File: src/hdl/ppq_pkg.sv
`timescale 1ns / 1ps
// ----------------------------------------------------------------------------
// ppq_pkg
// Shared types and constants of the paced priority queue: word layouts,
// stored entry layout, command and register codes, shared unit operations.
// ----------------------------------------------------------------------------
package ppq_pkg;

    localparam int QUEUE_DEPTH_DEF = 16;

    // command codes of an input word
    typedef enum logic [1:0] {
        CMD_ENQ  = 2'd0,
        CMD_TICK = 2'd1,
        CMD_END  = 2'd2,
        CMD_NONE = 2'd3
    } t_cmd;

    // configuration register indexes
    localparam logic [1:0] CFG_OPEN   = 2'd0;
    localparam logic [1:0] CFG_FROZEN = 2'd1;
    localparam logic [1:0] CFG_GAP    = 2'd2;

    localparam logic [15:0] GAP_RESET = 16'd500;

    // shared arithmetic unit operations
    typedef enum logic [1:0] {
        ALU_ADD  = 2'd0,
        ALU_SUBZ = 2'd1,
        ALU_GT   = 2'd2
    } t_alu_op;

    typedef struct packed {
        logic [1:0]  command;
        logic [31:0] now;
        logic [7:0]  priority_req;
        logic [31:0] max_wait;
        logic [31:0] duration;
        logic [15:0] sound_id;
        logic        sound_valid;
    } t_in_word;

    typedef struct packed {
        logic        play_valid;
        logic [15:0] play_id;
        logic [4:0]  expired_count;
        logic        enqueue_accepted;
        logic        queue_full;
        logic [4:0]  queue_level;
    } t_out_word;

    typedef struct packed {
        logic [7:0]  prio;
        logic [15:0] tag;
        logic [31:0] enq_time;
        logic [31:0] wait_limit;
        logic [31:0] play_len;
    } t_entry;

    // entry store port control
    typedef struct packed {
        logic wr;
        logic rd;
    } t_mem_ctl;

endpackage

File: src/hdl/ppq_alu.sv
`timescale 1ns / 1ps
// ----------------------------------------------------------------------------
// ppq_alu
// Shared 34-bit adder: add, clamped subtract and greater-than compare.
// ----------------------------------------------------------------------------
module ppq_alu (
    input  ppq_pkg::t_alu_op i_op,
    input  logic [32:0]      i_a,
    input  logic [32:0]      i_b,
    output logic [32:0]      o_y
);

    logic [33:0] w_p;
    logic [33:0] w_q;
    logic [33:0] w_s;
    logic        w_sub;

    always_comb begin
        w_sub = (i_op != ppq_pkg::ALU_ADD);
        // greater-than is b - a, the borrow says a > b
        if (i_op == ppq_pkg::ALU_GT) begin
            w_p = {1'b0, i_b};
            w_q = {1'b0, i_a};
        end else begin
            w_p = {1'b0, i_a};
            w_q = {1'b0, i_b};
        end
        w_s = w_p + (w_sub ? ~w_q : w_q) + 34'(w_sub);
        unique case (i_op)
            ppq_pkg::ALU_ADD:  o_y = w_s[32:0];
            ppq_pkg::ALU_SUBZ: o_y = w_s[33] ? 33'd0 : w_s[32:0];
            ppq_pkg::ALU_GT:   o_y = {32'd0, w_s[33]};
            default:           o_y = 33'd0;
        endcase
    end

endmodule

File: src/hdl/ppq_store.sv
`timescale 1ns / 1ps
// ----------------------------------------------------------------------------
// ppq_store
// Entry memory, one port: a write or a registered read per cycle.
// ----------------------------------------------------------------------------
module ppq_store #(
    parameter int QUEUE_DEPTH = ppq_pkg::QUEUE_DEPTH_DEF,
    parameter int AW          = $clog2(QUEUE_DEPTH)
) (
    input  logic              i_clk,
    input  ppq_pkg::t_mem_ctl i_ctl,
    input  logic [AW-1:0]     i_addr,
    input  ppq_pkg::t_entry   i_wdata,
    output ppq_pkg::t_entry   o_rdata
);

    ppq_pkg::t_entry r_mem [QUEUE_DEPTH];
    ppq_pkg::t_entry r_rdata;

    always_ff @(posedge i_clk) begin
        if (i_ctl.wr) begin
            r_mem[i_addr] <= i_wdata;
        end
        if (i_ctl.rd) begin
            r_rdata <= r_mem[i_addr];
        end
    end

    assign o_rdata = r_rdata;

`ifndef SYNTH
    // the sequencer never reads and writes in one cycle
    a_one_access: assert property (@(posedge i_clk) !(i_ctl.wr && i_ctl.rd))
        else $error("store read and write in the same cycle");
`endif

endmodule

File: src/hdl/paced_priority_queue_with_expiry.sv
`timescale 1ns / 1ps
// ----------------------------------------------------------------------------
// paced_priority_queue_with_expiry
// Priority queue of sound requests with pacing between sounds and expiry of
// stale requests, run by a small sequencer around one shared adder.
// ----------------------------------------------------------------------------
// Holds up to QUEUE_DEPTH requests in a circular entry memory, kept sorted by
// descending priority, equal priorities first in, first out. Every input word
// gives exactly one result word. An enqueue walks from the tail toward the
// head, moving one entry per step of read, then compare and write back, until
// an entry of equal or higher priority or the head is reached, then writes
// the request into the hole. A tick first does the pacing check (add, then
// compare), then takes entries from the head with read, subtract and compare
// each, and plays the first live one; a sound-ended word, a rejected request
// or an idle tick goes straight to the result. The single-port entry memory
// and the shared 34-bit adder set this order of steps. The next word is
// accepted while a result still waits at the output register. Configuration
// writes apply at once and are meant for idle periods only.
// ----------------------------------------------------------------------------
module paced_priority_queue_with_expiry #(
    parameter int QUEUE_DEPTH = ppq_pkg::QUEUE_DEPTH_DEF
) (
    input  logic              i_clk,
    input  logic              i_rst_n,
    // request side
    input  logic              i_in_valid,
    output logic              o_in_ready,
    input  ppq_pkg::t_in_word i_in_data,
    // result side
    output logic              o_out_valid,
    input  logic              i_out_ready,
    output ppq_pkg::t_out_word o_out_data,
    // configuration writes
    input  logic              i_cfg_we,
    input  logic [1:0]        i_cfg_idx,
    input  logic [15:0]       i_cfg_data
);

    localparam int AW    = (QUEUE_DEPTH > 1) ? $clog2(QUEUE_DEPTH) : 1;
    localparam int CNT_W = $clog2(QUEUE_DEPTH + 1);
    localparam int SUM_W = CNT_W + 1;
    localparam int LW    = (CNT_W > 5) ? CNT_W : 5;

    typedef enum logic [3:0] {
        S_IDLE,
        S_INS_RD,
        S_INS_CHK,
        S_INS_PUT,
        S_PACE_ADD,
        S_PACE_CMP,
        S_POP_RD,
        S_POP_SUB,
        S_POP_CMP,
        S_POP_PLAY,
        S_FIN
    } t_state;

    // control state
    t_state              r_state,      n_state;
    logic [CNT_W-1:0]    r_count,      n_count;
    logic [AW-1:0]       r_head,       n_head;
    logic [31:0]         r_nat,        n_nat;
    logic                r_open,       n_open;
    logic                r_frozen,     n_frozen;
    logic [15:0]         r_gap,        n_gap;
    logic                r_out_valid,  n_out_valid;
    // working registers of the current word
    ppq_pkg::t_in_word   r_in,         n_in;
    logic [CNT_W-1:0]    r_pos,        n_pos;
    logic [32:0]         r_acc,        n_acc;
    logic [CNT_W-1:0]    r_exp,        n_exp;
    logic                r_play_valid, n_play_valid;
    logic [15:0]         r_play_id,    n_play_id;
    logic                r_accepted,   n_accepted;
    logic                r_full,       n_full;
    ppq_pkg::t_out_word  r_out,        n_out;

    // shared unit and store hookup
    ppq_pkg::t_alu_op    w_alu_op;
    logic [32:0]         w_alu_a;
    logic [32:0]         w_alu_b;
    logic [32:0]         w_alu_y;
    ppq_pkg::t_mem_ctl   w_mem_ctl;
    ppq_pkg::t_entry     w_wdata;
    ppq_pkg::t_entry     w_rdata;
    ppq_pkg::t_entry     w_new;
    logic [CNT_W-1:0]    w_k;
    logic [SUM_W-1:0]    w_sum;
    logic [AW-1:0]       w_addr;
    logic [AW-1:0]       w_head_inc;
    logic [LW-1:0]       w_exp_ext;
    logic [LW-1:0]       w_lvl_ext;

    ppq_alu u_alu (
        .i_op (w_alu_op),
        .i_a  (w_alu_a),
        .i_b  (w_alu_b),
        .o_y  (w_alu_y)
    );

    ppq_store #(
        .QUEUE_DEPTH (QUEUE_DEPTH),
        .AW          (AW)
    ) u_store (
        .i_clk   (i_clk),
        .i_ctl   (w_mem_ctl),
        .i_addr  (w_addr),
        .i_wdata (w_wdata),
        .o_rdata (w_rdata)
    );

    // logical slot k to memory address, relative to the head
    always_comb begin
        w_sum = SUM_W'(r_head) + SUM_W'(w_k);
        if (w_sum >= SUM_W'(QUEUE_DEPTH)) begin
            w_sum = w_sum - SUM_W'(QUEUE_DEPTH);
        end
        w_addr = w_sum[AW-1:0];
    end

    assign w_head_inc = (r_head == AW'(QUEUE_DEPTH - 1)) ? '0 : r_head + 1'b1;

    // entry built from the held request
    always_comb begin
        w_new.prio       = r_in.priority_req;
        w_new.tag        = r_in.sound_id;
        w_new.enq_time   = r_in.now;
        w_new.wait_limit = r_in.max_wait;
        w_new.play_len   = r_in.duration;
    end

    assign w_exp_ext = LW'(r_exp);
    assign w_lvl_ext = LW'(r_count);

    always_comb begin
        n_state      = r_state;
        n_count      = r_count;
        n_head       = r_head;
        n_nat        = r_nat;
        n_open       = r_open;
        n_frozen     = r_frozen;
        n_gap        = r_gap;
        n_out_valid  = r_out_valid;
        n_in         = r_in;
        n_pos        = r_pos;
        n_acc        = r_acc;
        n_exp        = r_exp;
        n_play_valid = r_play_valid;
        n_play_id    = r_play_id;
        n_accepted   = r_accepted;
        n_full       = r_full;
        n_out        = r_out;
        w_alu_op     = ppq_pkg::ALU_ADD;
        w_alu_a      = '0;
        w_alu_b      = '0;
        w_mem_ctl    = '0;
        w_wdata      = w_rdata;
        w_k          = '0;

        // result taken downstream
        if (r_out_valid && i_out_ready) begin
            n_out_valid = 1'b0;
        end

        // register writes
        if (i_cfg_we) begin
            unique case (i_cfg_idx)
                ppq_pkg::CFG_OPEN:   n_open   = i_cfg_data[0];
                ppq_pkg::CFG_FROZEN: n_frozen = i_cfg_data[0];
                ppq_pkg::CFG_GAP:    n_gap    = i_cfg_data;
                default:             ;
            endcase
        end

        unique case (r_state)
            S_IDLE: begin
                if (i_in_valid) begin
                    n_in         = i_in_data;
                    n_exp        = '0;
                    n_play_valid = 1'b0;
                    n_play_id    = '0;
                    n_accepted   = 1'b0;
                    n_full       = 1'b0;
                    n_state      = S_FIN;
                    unique case (i_in_data.command)
                        ppq_pkg::CMD_ENQ: begin
                            if (r_open && i_in_data.sound_valid) begin
                                if (r_count == CNT_W'(QUEUE_DEPTH)) begin
                                    n_full = 1'b1;
                                end else begin
                                    // start the walk at the tail
                                    n_pos   = r_count;
                                    n_state = S_INS_RD;
                                end
                            end
                        end
                        ppq_pkg::CMD_TICK: begin
                            if (r_count != '0 && !r_frozen) begin
                                n_state = S_PACE_ADD;
                            end
                        end
                        ppq_pkg::CMD_END: begin
                            n_nat = i_in_data.now;
                        end
                        default: ;
                    endcase
                end
            end

            // insert: read the entry just ahead of the hole
            S_INS_RD: begin
                if (r_pos == '0) begin
                    n_state = S_INS_PUT;
                end else begin
                    w_mem_ctl.rd = 1'b1;
                    w_k          = r_pos - 1'b1;
                    n_state      = S_INS_CHK;
                end
            end

            // strictly lower priority moves back one slot, equal stays ahead
            S_INS_CHK: begin
                w_alu_op = ppq_pkg::ALU_GT;
                w_alu_a  = 33'(r_in.priority_req);
                w_alu_b  = 33'(w_rdata.prio);
                if (w_alu_y[0]) begin
                    w_mem_ctl.wr = 1'b1;
                    w_k          = r_pos;
                    w_wdata      = w_rdata;
                    n_pos        = r_pos - 1'b1;
                    n_state      = S_INS_RD;
                end else begin
                    n_state = S_INS_PUT;
                end
            end

            S_INS_PUT: begin
                w_mem_ctl.wr = 1'b1;
                w_k          = r_pos;
                w_wdata      = w_new;
                n_count      = r_count + 1'b1;
                n_accepted   = 1'b1;
                n_state      = S_FIN;
            end

            // pacing: earliest start, kept 33 bits wide
            S_PACE_ADD: begin
                w_alu_op = ppq_pkg::ALU_ADD;
                w_alu_a  = 33'(r_nat);
                w_alu_b  = 33'(r_gap);
                n_acc    = w_alu_y;
                n_state  = S_PACE_CMP;
            end

            S_PACE_CMP: begin
                w_alu_op = ppq_pkg::ALU_GT;
                w_alu_a  = r_acc;
                w_alu_b  = 33'(r_in.now);
                n_state  = w_alu_y[0] ? S_FIN : S_POP_RD;
            end

            S_POP_RD: begin
                w_mem_ctl.rd = 1'b1;
                w_k          = '0;
                n_state      = S_POP_SUB;
            end

            // elapsed wait, zero when now is before the enqueue time
            S_POP_SUB: begin
                w_alu_op = ppq_pkg::ALU_SUBZ;
                w_alu_a  = 33'(r_in.now);
                w_alu_b  = 33'(w_rdata.enq_time);
                n_acc    = w_alu_y;
                n_head   = w_head_inc;
                n_count  = r_count - 1'b1;
                n_state  = S_POP_CMP;
            end

            S_POP_CMP: begin
                w_alu_op = ppq_pkg::ALU_GT;
                w_alu_a  = r_acc;
                w_alu_b  = 33'(w_rdata.wait_limit);
                if (w_alu_y[0]) begin
                    n_exp   = r_exp + 1'b1;
                    n_state = (r_count == '0) ? S_FIN : S_POP_RD;
                end else begin
                    n_state = S_POP_PLAY;
                end
            end

            // live head plays, next start saturates at all ones
            S_POP_PLAY: begin
                w_alu_op     = ppq_pkg::ALU_ADD;
                w_alu_a      = 33'(r_in.now);
                w_alu_b      = 33'(w_rdata.play_len);
                n_nat        = w_alu_y[32] ? 32'hFFFF_FFFF : w_alu_y[31:0];
                n_play_valid = 1'b1;
                n_play_id    = w_rdata.tag;
                n_state      = S_FIN;
            end

            // hand the result to the output register once it is free
            S_FIN: begin
                if (!r_out_valid || i_out_ready) begin
                    n_out.play_valid       = r_play_valid;
                    n_out.play_id          = r_play_id;
                    n_out.expired_count    = w_exp_ext[4:0];
                    n_out.enqueue_accepted = r_accepted;
                    n_out.queue_full       = r_full;
                    n_out.queue_level      = w_lvl_ext[4:0];
                    n_out_valid            = 1'b1;
                    n_state                = S_IDLE;
                end
            end

            default: n_state = S_IDLE;
        endcase
    end

    always_ff @(posedge i_clk) begin
        r_in         <= n_in;
        r_pos        <= n_pos;
        r_acc        <= n_acc;
        r_exp        <= n_exp;
        r_play_valid <= n_play_valid;
        r_play_id    <= n_play_id;
        r_accepted   <= n_accepted;
        r_full       <= n_full;
        r_out        <= n_out;
        if (!i_rst_n) begin
            r_state     <= S_IDLE;
            r_count     <= '0;
            r_head      <= '0;
            r_nat       <= '0;
            r_open      <= 1'b1;
            r_frozen    <= 1'b0;
            r_gap       <= ppq_pkg::GAP_RESET;
            r_out_valid <= 1'b0;
        end else begin
            r_state     <= n_state;
            r_count     <= n_count;
            r_head      <= n_head;
            r_nat       <= n_nat;
            r_open      <= n_open;
            r_frozen    <= n_frozen;
            r_gap       <= n_gap;
            r_out_valid <= n_out_valid;
        end
    end

    assign o_in_ready  = (r_state == S_IDLE);
    assign o_out_valid = r_out_valid;
    assign o_out_data  = r_out;

`ifndef SYNTH
    // fill level never passes the depth
    a_count_bound: assert property (@(posedge i_clk) disable iff (!i_rst_n)
        r_count <= CNT_W'(QUEUE_DEPTH))
        else $error("entry count above queue depth");

    // the sequencer only leaves idle on an accepted word
    a_start_on_accept: assert property (@(posedge i_clk) disable iff (!i_rst_n)
        (r_state != S_IDLE && $past(r_state) == S_IDLE) |-> $past(i_in_valid))
        else $error("sequencer started without an input word");

    // an enqueue result never reports both stored and full
    a_flags_exclusive: assert property (@(posedge i_clk) disable iff (!i_rst_n)
        o_out_valid |-> !(o_out_data.enqueue_accepted && o_out_data.queue_full))
        else $error("enqueue both accepted and full");

    // no tag without a started sound
    a_idle_tag: assert property (@(posedge i_clk) disable iff (!i_rst_n)
        (o_out_valid && !o_out_data.play_valid) |-> o_out_data.play_id == 16'd0)
        else $error("play tag without a started sound");

    // the head only moves while entries are taken on a tick
    a_head_move: assert property (@(posedge i_clk) disable iff (!i_rst_n)
        (r_head != $past(r_head)) |-> $past(r_state) == S_POP_SUB)
        else $error("head moved outside a pop");
`endif

endmodule
File: config.mk
export PLATFORM = sky130hd
export DESIGN_NAME = paced_priority_queue_with_expiry
export DESIGN_NICKNAME = d
export VERILOG_FILES = /design/src/hdl/ppq_pkg.sv /design/src/hdl/ppq_alu.sv /design/src/hdl/ppq_store.sv /design/src/hdl/paced_priority_queue_with_expiry.sv
export SDC_FILE = /design/constraint.sdc
export NUM_CORES = 2
export LEC_CHECK = 0
export BUFFER_PORTS_ARGS = -buffer_cell sky130_fd_sc_hd__buf_4
export CORE_UTILIZATION = 50
export DETAILED_ROUTE_END_ITERATION = 7
export PLACE_DENSITY = 0.66
export SETUP_SLACK_MARGIN = 0.1
export SYNTH_ARGS = -nofsm -noshare
export SYNTH_HDL_FRONTEND = slang
export SYNTH_HIERARCHICAL = 1
export SYNTH_SLANG_ARGS = --single-unit
export TNS_END_PERCENT = 5
File: constraint.sdc
create_clock -name i_clk -period 28.5 [get_ports i_clk]
set_clock_uncertainty 0.1 [all_clocks]
set_input_delay 5.7 -clock i_clk [delete_from_list [all_inputs] [get_ports i_clk]]
set_output_delay 5.7 -clock i_clk [all_outputs]
set_load 0.005 [all_outputs]
==> impl_metrics.yaml <==
status:
  status: "finished, final reports clean"
power_and_ir_drop:
  irDropWorstVdd_uv: 115.6
  p_per_area_nw_per_um2: 101.2
  power_leakage_uw: 0.03218
place:
  port_buffers: 176
  place.gp.congestion: 0.8732
  dp_hpwl_mm: 124.8
  placedCellCount: 6905
route:
  vias: 46660
  via_per_inst: 6.367
  drc: 0
  ant_nets: 0
  finalWirelength_mm: 231.8
  routedWlPerCell_um: 31.63
  firstDrtPassIters: 7
  drtIter0Drc: 5774
die:
  die_h_um: 429.4
  die_width_um: 429.4
  rows: 156
  initial_core_util: 0.5042
  core_um2: 181100
  dieArea_um2: 184400
  ios: 177
global_routing:
  antenna_found_initial: 18
  grt_max_degree: 136
  grt_pass1_vias: 47090
  grt-ovfl-total: 0
  grtUsageTotal: 0.2510
  grt_pass1_wl_mm: 334.5
worst_setup_path:
  cp.required_ps: 28880
  crit_family: "simple AND/OR/NAND/NOR gates"
  reg2reg_slack_ps: 16580
  path_class: "flop to flop"
  path_max_fanout: 67
  startpoint_type: "flop"
  cpMaxStageDelayCell: "nor3_2"
  crit_buf_inv: 5
  cpMostUsedCell: "buf_4"
  cpPeakStageDelay_ps: 1000
  crit_arrival_ps: 12310
  endpoint_kind: "flop"
sta:
  fmax_ghz: 0.08388
  period_share: 0.4183
  hold_violations: 0
  setup_tns_ps: 0
  finalSetupViolations: 0
  rsz0062_at_grt: "no"
  min_period_ps: 11920
  slew_headroom: 0.2236
  tightest_slew_ps: 1165
  final_max_slew_viol_count: 0
cells_and_area:
  layout-drive-gt1-share: 0.2593
  final_cell_mix: "edfxtp_1 (2251), mux4_2 (480), nand2_1 (277)"
  final_nets: 4951
  mostFrequentLayoutCell: "edfxtp_1"
  syn_to_final_growth_pct: 12.20
  layoutNonFillerInstCount: 7328
clock_network:
  cts_resized: 0
  cts_buffers: 223
  clock_path_buffers: 3
  root_buffer: "clkbuf_16"
  cts.sinks: 2315
  cts.clk_slew.worst_paths_ps: 60
  clkLatencyLatePin_ps: 870
  ctsHoldBuffers: 0
  htree_levels: 4
  cts_tree: "yes"
  cts_setup_buffers: 0
synth:
  ys_warn_count: 6
  synth_seq_cells: 2315
  syn_area_um2: 91330
  avgSynthCellArea_um2: 20.17
  yosysUniqueCellTypes: 78
  synthArstFlopShare: 0
  syn_inst: 4528
  synth-edff-count: 2251
  ys.flop_type: "edfxtp_1"
  synth_seq_area_share: 0.7541
min_path:
  hold_class: "flop to flop"
flow_run:
  maxCapViolations: 0
[metal layers]
layer | GRT usage | share of wire | up-vias
met3 | 0.03237 | 0.073 | 381
met1 | 0.3482 | 0.40 | 24770
met4 | 0.08267 | 0.032 | 6
li1 | - | - | 19380
met2 | 0.4146 | 0.50 | 2118
met5 | 0 | 0.00015 | -
[stage by stage]
step	total power, µW	instance area, µm²	setup WS [ps]	hold slack (ps)	util
2_1_floorplan	6671	91330	13070	300.3	-
3_3_place_gp	7480	95220	16960	306.0	0.5257
3_5_place_dp	7517	95220	16680	307.4	0.5257
4_1_cts	10420	102500	16620	322.1	0.5656
5_1_grt	10780	102500	15990	328.6	0.5657
6_report	10370	102500	16580	321.6	0.5657
[layout make-up]
class	instances	area, µm²
diodes	7	17.52
clock buffers	278	5861
clock inverters	138	1378
fillers	13350	78660
inverters	19	85.08
multi-input cells	1927	21180
flip-flops and latches	2315	68880
well taps	2370	2965
repair buffers	274	2107
[synth_stat cells (9+ instances only)]
master	instances	area (µm²)
a31oi_1	15	93.84
a22oi_1	248	1862
and2_1	46	287.8
o21ai_0	76	380.4
buf_2	68	340.3
buf_1	22	82.58
edfxtp_1	2251	67590
buf_4	19	142.6
nand3_1	24	120.1
o21ai_1	9	45.04
a21oi_1	95	475.5
nand2_1	277	1040
or3_1	35	219.0
inv_1	17	63.81
dfxtp_1	64	1281
clkbuf_1	121	454.2
nor2b_1	11	68.82
xnor2_1	18	157.7
o2111ai_1	34	297.8
a222oi_1	40	400.4
nor2_1	77	289.0
buf_6	37	416.7
nor3_1	15	75.07
mux2i_1	38	380.4
a21o_1	27	202.7
a221o_1	32	320.3
ha_1	42	525.5
a22o_1	9	78.83
mux2_2	151	1700
mux4_2	480	10810
xor2_1	21	183.9
[final timing paths]
check / cells past startpoint / from / to
max: 30 / r_state[2] / u_store/r_mem[8][110]
max reg2reg: 30 / r_state[2] / u_store/r_mem[8][110]
min: 0 / r_full / o_out_data[5]
min reg2reg: 0 / r_full / o_out_data[5]
[logic make-up after synthesis]
| kind of cell | after synthesis | synth area share |
|---|---|---|
| AOI/OAI and AO/OA | 632 | 0.05011 |
| buffers and inverters | 287 | 0.01662 |
| DFF | 2315 | 0.7541 |
| adders and majority gates | 45 | 0.006411 |
| other | 1 | 0.00004106 |
| muxes | 669 | 0.1411 |
| and+or+nand+nor | 540 | 0.02778 |
| xor gates and xnor gates | 39 | 0.003740 |
[sequential cells by signal, summed over array words and instances, names as in the netlist]
| signal | count |
|---|---|
| r_state | 4 |
| o_out_valid | 1 |
| r_frozen | 1 |
| u_store/o_rdata | 120 |
| r_in | 120 |
| r_head | 4 |
| r_nat | 32 |
| r_count | 5 |
| r_play_valid | 1 |
| r_exp | 5 |
| r_pos | 5 |
| r_gap | 16 |
| r_acc | 33 |
| r_accepted | 1 |
| u_store/r_mem | 1920 |
| o_out_data | 29 |
| r_full | 1 |
| r_play_id | 16 |
| r_open | 1 |
[power by group]
part | leakage [µW] | internal (µW) | switching (µW)
Combinational | 0.00777 | 1160 | 1800
Sequential | 0.0209 | 4330 | 157
Clock | 0.00355 | 1650 | 1270
Total | 0.0322 | 7140 | 3230
Note: power is estimated with default switching activity, not from simulation.
